File: src/rtl/mrt_pkg.sv
`default_nettype none

package mrt_pkg;

  // Table depth used when the top level is not told otherwise.
  localparam int unsigned NUM_REGIONS_DEF = 128;

  // Field widths of the request and response items.
  localparam int unsigned REQ_TYPE_W = 2;
  localparam int unsigned ADDR_W     = 64;
  localparam int unsigned SIZE_W     = 32;
  localparam int unsigned STATUS_W   = 3;
  localparam int unsigned GROUP_W    = 14;
  localparam int unsigned HPTE_V_W   = 48;
  localparam int unsigned HPTE_R_W   = 64;

  // 4 KiB pages: the page frame number is the address from bit 12 upward.
  localparam int unsigned PAGE_SHIFT = 12;
  localparam int unsigned PFN_W      = ADDR_W - PAGE_SHIFT;

  // WIMG attributes: plain cacheable memory, or guarded and cache-inhibited I/O.
  localparam logic [2:0] WIMG_CACHED = 3'h2;
  localparam logic [2:0] WIMG_MMIO   = 3'h5;

  typedef enum logic [REQ_TYPE_W-1:0] {
    REQ_ADD   = 2'd0,
    REQ_DEL   = 2'd1,
    REQ_CLEAR = 2'd2,
    REQ_XLATE = 2'd3
  } req_type_t;

  typedef enum logic [STATUS_W-1:0] {
    ST_OK       = 3'd0,
    ST_BAD      = 3'd1,
    ST_FULL     = 3'd2,
    ST_NOTFOUND = 3'd3,
    ST_DISABLED = 3'd4
  } status_t;

  // Commands from the controller to the datapath.
  typedef struct packed {
    logic accept;
    logic scan;
    logic load_out;
  } cmd_t;

  // Status from the datapath to the controller.
  typedef struct packed {
    logic quick;
    logic hit;
    logic miss;
  } stat_t;

endpackage

`default_nettype wire

File: src/rtl/mrt_ctrl.sv
`default_nettype none

module mrt_ctrl (
  input  wire logic           clk,
  input  wire logic           rst_n,
  input  wire logic           in_valid,
  output logic                in_ready,
  output logic                out_valid,
  input  wire logic           out_ready,
  input  wire mrt_pkg::stat_t stat,
  output mrt_pkg::cmd_t       cmd
);

  typedef enum logic [1:0] {
    S_IDLE,
    S_SCAN,
    S_DONE
  } state_t;

  state_t state_r, state_nxt;
  logic   out_valid_r, out_valid_nxt;

  // Next state, commands and output valid.
  always_comb begin
    state_nxt     = state_r;
    cmd           = '0;
    out_valid_nxt = out_valid_r;
    if (out_ready) begin
      out_valid_nxt = 1'b0;
    end
    case (state_r)
      S_IDLE: begin
        if (in_valid) begin
          cmd.accept = 1'b1;
          state_nxt  = stat.quick ? S_DONE : S_SCAN;
        end
      end
      S_SCAN: begin
        cmd.scan = 1'b1;
        if (stat.hit || stat.miss) begin
          state_nxt = S_DONE;
        end
      end
      S_DONE: begin
        // Hand the result over once the output register is free.
        if (!out_valid_r || out_ready) begin
          cmd.load_out  = 1'b1;
          out_valid_nxt = 1'b1;
          state_nxt     = S_IDLE;
        end
      end
      default: begin
        state_nxt = S_IDLE;
      end
    endcase
  end

  // State and registered output valid.
  always_ff @(posedge clk) begin
    if (!rst_n) begin
      state_r     <= S_IDLE;
      out_valid_r <= 1'b0;
    end else begin
      state_r     <= state_nxt;
      out_valid_r <= out_valid_nxt;
    end
  end

  // No request is taken while reset is held.
  assign in_ready  = rst_n && (state_r == S_IDLE);
  assign out_valid = out_valid_r;

endmodule

`default_nettype wire

File: config.mk
export PLATFORM = sky130hd
export DESIGN_NAME = mrt_ctrl
export DESIGN_NICKNAME = d
export VERILOG_FILES = /design/src/rtl/mrt_pkg.sv /design/src/rtl/mrt_ctrl.sv
export SDC_FILE = /design/constraint.sdc
export NUM_CORES = 1
export LEC_CHECK = 0
export BUFFER_PORTS_ARGS = -buffer_cell sky130_fd_sc_hd__buf_2
export CAP_MARGIN = 20
export CORE_AREA = 2 2 39 41
export CTS_CLUSTER_DIAMETER = 60
export CTS_CLUSTER_SIZE = 25
export DETAILED_ROUTE_END_ITERATION = 8
export DIE_AREA = 0 0 41 43
export SETUP_SLACK_MARGIN = 0.02
export SYNTH_ARGS = -nofsm -noshare
export SYNTH_HDL_FRONTEND = slang
export SYNTH_SLANG_ARGS = --single-unit
File: constraint.sdc
create_clock -name clk -period 3.1 [get_ports clk]
set_clock_uncertainty 0.2 [all_clocks]
set_input_delay 0.62 -clock clk [delete_from_list [all_inputs] [get_ports clk]]
set_output_delay 0.62 -clock clk [all_outputs]
set_load 0.02 [all_outputs]
* Word level (Yosys, flattened, before mapping) *
Index checks and enable logic that the tools add are counted.

storage, ports and cells
  flip-flop bits (word level) = 3
  latch bits = 0
  bits in writable memories = 0
  ROM bits = 0
  input bits = 7
  output and inout port bits = 5
  word-level logic and storage cells = 26
  memories = 0

cells by class
  add/subtract/negate cells = 0
  $mul = 0
  div/mod/pow operators = 0
  magnitude comparators = 0
  equal/unequal tests = 5
  shifts and indexed selects = 0
  mux-type cells = 13
  bitwise operators = 0
  reductions and logical operators = 6

operators by type and width
  kind                                                                   count
  1-bit 2-to-1 mux                                                       8
  2-bit 2-to-1 mux                                                       4
  2-bit != test, second input constant                                   3
  2-bit one-hot mux with 3 select lines                                  1
  3-bit AND reduction                                                    1
  2-bit by 1-bit equality test with 1-bit output, second input constant  1
  2-bit equality test, second input constant                             1
  2-bit zero test                                                        1
  1-bit logical OR                                                       2
  1-bit logical AND                                                      1
  1-bit zero test                                                        1

* Depth between registers and ports, before layout *
  word-level depth = 4
  gate-level depth with buffers = 3
  gate-level depth less buffers = 3

* Worst setup path after synthesis *
OpenSTA, ideal clock, no wires.

  path kind = input-to-output
  start = input rst_n
  end = output in_ready
  arrival time = 1141 ps
  required time = 2280 ps
  slack = 1139 ps
  stages = 1
  buffers on the path = 0
  path through = nor3b_1

between the ends
  word-level cells in the longest chain between the ends = 1

ends and longest elaborated chain
  element            RTL line        text
  start, declared    mrt_ctrl.sv:5   input wire logic rst_n,
  1-bit logical AND  mrt_ctrl.sv:70  assign in_ready = rst_n && (state_r == S_IDLE);
  end, declared      mrt_ctrl.sv:7   output logic in_ready,

No other way between the ends.

==> metrics.md <==
| Metric | Value |
|---|---|
| DRT iter0 DRCs | `2` |
| Highest fanout seen on the critical path | `3` |
| H-tree Lvls | `1` |
| Fraction of layout cells with a size suffix above 1 | `48.5%` |
| Routed WL | `360 µm` |
| CTS Buf Count | `3` |
| Critical path endpoint category | `primary output` |
| RePlAce Congestion | `0.556` |
| Clock sinks | `3` |
| Mapped Cells | `18` |
| Maximum clock path buffer count | `2` |
| Hold endpoint | `out_valid` |
| FF-to-FF End | `state_r[1]` |
| Worst vdd ir | `101 µV` |
| Netlist cell types | `10` |
| Syn Nets | `25` |
| Die Area | `1760 µm²` |
| Hold Crit Depth | `2` |
| Type of the worst setup path | `in -> out` |
| Min Tclk post-route | `1960 ps` |
| Boundary pin count | `12` |
| Final setup fails | `0` |
| Slew Limit Fails | `0` |
| Largest net degree at the start of global routing | `7` |
| Seq/Total Area, Yosys | `36.9%` |
| Power density over cell area | `512 nW/µm²` |
| # diodes | `0` |
| Area growth syn-to-layout | `62.3%` |
| Total Power | `135 µW` |
| Commonest cells after routing, fill and taps aside | `11 x buf_2, 3 x nor2b_1, 3 x nor2_1, 3 x clkbuf_4, 3 x dfxtp_1` |
| Worst setup SP type | `primary input` |
| R2r setup slk | `1880 ps` |
| Starting density of the core | `11.8%` |
| Worst Hold Class | `reg -> reg` |
| Crit path DAT | `1140 ps` |
| R2r worst-path depth | `3` |
| I/O Buffers | `11` |
| Hold path start | `out_valid` |
| Initial antenna violation count | `0` |
| Die H | `43 µm` |
| # rows | `14` |
| Final ANT Viol Nets | `0` |
| Fin Setup TNS | `0 ps` |
| GRT overflow | `0` |
| Fin crit share | `63.4%` |
| Max Freq | `509 MHz` |
| # resized after CTS | `0` |
| Routed length per placed instance | `7.35 µm` |
| Postcts setup bufs | `0` |
| Max Cap Viol | `0` |
| Total GRT Usage | `5.71%` |
| Die Wd | `41 µm` |
| Synth Register Bits | `3` |
| CTS tree | `done` |
| First drt pass iteration count | `2` |
| Mean Syn Cell Area | `9.04 µm²` |
| Synthesized area | `163 µm²` |
| Req. time, crit path | `2280 ps` |
| Nets@finish | `41` |
| Filler Cell Count | `160` |
| Yosys warns | `0` |
| Most common cell after layout, fill and taps aside | `buf_2` |
| Vias | `181` |
| Slew HR | `87.6%` |
| Worst-Margin Slew | `186 ps` |
| RSZ-0062 raised after global routing | `no` |
| CTS clk-pin slew, worst paths | `40 ps` |
| Critical R2R Launch | `state_r[0]` |
| Vias in the first global route | `175` |
| Via/cell ratio | `3.69` |
| DRC viols | `0` |
| P_leak | `0.000124 µW` |
| Status | `finished clean` |
| Worst-Skew Late Latency | `230 ps` |
| Root buffer cell | `clkbuf_4` |
| Fin. Hold Viols | `0` |
| Hold buffers post-CTS | `0` |
| First-pass GRT wire length | `607 µm` |
| Core area | `1380 µm²` |
[synth_stat cells]
cell type | instances | share of area, %
a21boi_1 | 1 | 4.6
a22oi_1 | 1 | 4.6
and2_4 | 1 | 5.4
dfxtp_1 | 3 | 37
nand2b_1 | 2 | 7.7
nor2_1 | 3 | 6.9
nor2b_1 | 3 | 12
nor3b_1 | 2 | 9.2
nor3b_2 | 1 | 7.7
o31a_1 | 1 | 5.4
[cell families (layout without fill, tap and decap cells)]
logic type             count (synthesis)  in the layout  share of synthesized area (%)
flip-flops                             3              3                           36.9
AO/OA/AOI/OAI                          3              3                           14.6
AND/OR/NAND/NOR                       12             12                           48.5
buffers and inverters                  0             15                              0
[layout make-up]
type | count | area, µm² | area share [%]
Timing Repair Buffer | 11 | 55.1 | 20.9
Clock buffer | 4 | 26.3 | 9.95
Sequential cell | 3 | 60.1 | 22.7
Multi-Input combinational cell | 15 | 103 | 38.9
Tap cell | 16 | 20.0 | 7.58
[worst max path at each step]
stage,startpoint,endpoint,slack (ps)
after global placement,out_ready,cmd[0],1130
after CTS,out_ready,cmd[0],1130
final,out_ready,cmd[0],1140
after global routing,rst_n,in_ready,1070
after floorplan,rst_n,in_ready,1140
after detailed placement,out_ready,cmd[0],1130
[per-stage QoR]
| step | cell area, µm² | setup WS (ps) | std cells | hold WS (ps) | util (%) |
|---|---|---|---|---|---|
| 5_1_grt | 264 | 1070 | 49 | 357 | 19.1 |
| 3_5_place_dp | 238 | 1130 | 45 | 309 | 17.2 |
| 6_report | 264 | 1140 | 49 | 307 | 19.1 |
| 2_1_floorplan | 163 | 1140 | 18 | 285 | - |
| 4_1_cts | 264 | 1130 | 49 | 315 | 19.1 |
| 3_3_place_gp | 238 | 1130 | 45 | 308 | 17.2 |
[routing by layer]
metal	vias to the layer above	part of all wire [%]	global-route usage, %
li1	92	-	-
met1	82	40	5.10
met2	7	52	7.19
met3	0	7.2	3.14
met4	0	0	8.00
met5	-	0	0
[state kept, by name (all words and copies together), names as in the netlist]
name,count
out_valid,1
state_r,2
[worst max-delay path, cell delays in order]
cell and delay, ps:
buf_2 90, nand2b_1 150, nor2b_1 130, buf_2 150
[report_power, final]
group	internal, µW	switching [µW]	leakage [µW]
clock network	48.2	19.8	0.0000150
logic	11.6	12.2	0.0000841
registers	41.0	2.41	0.0000246
total	101	34.4	0.000124
(Power assumes the default switching activity.)
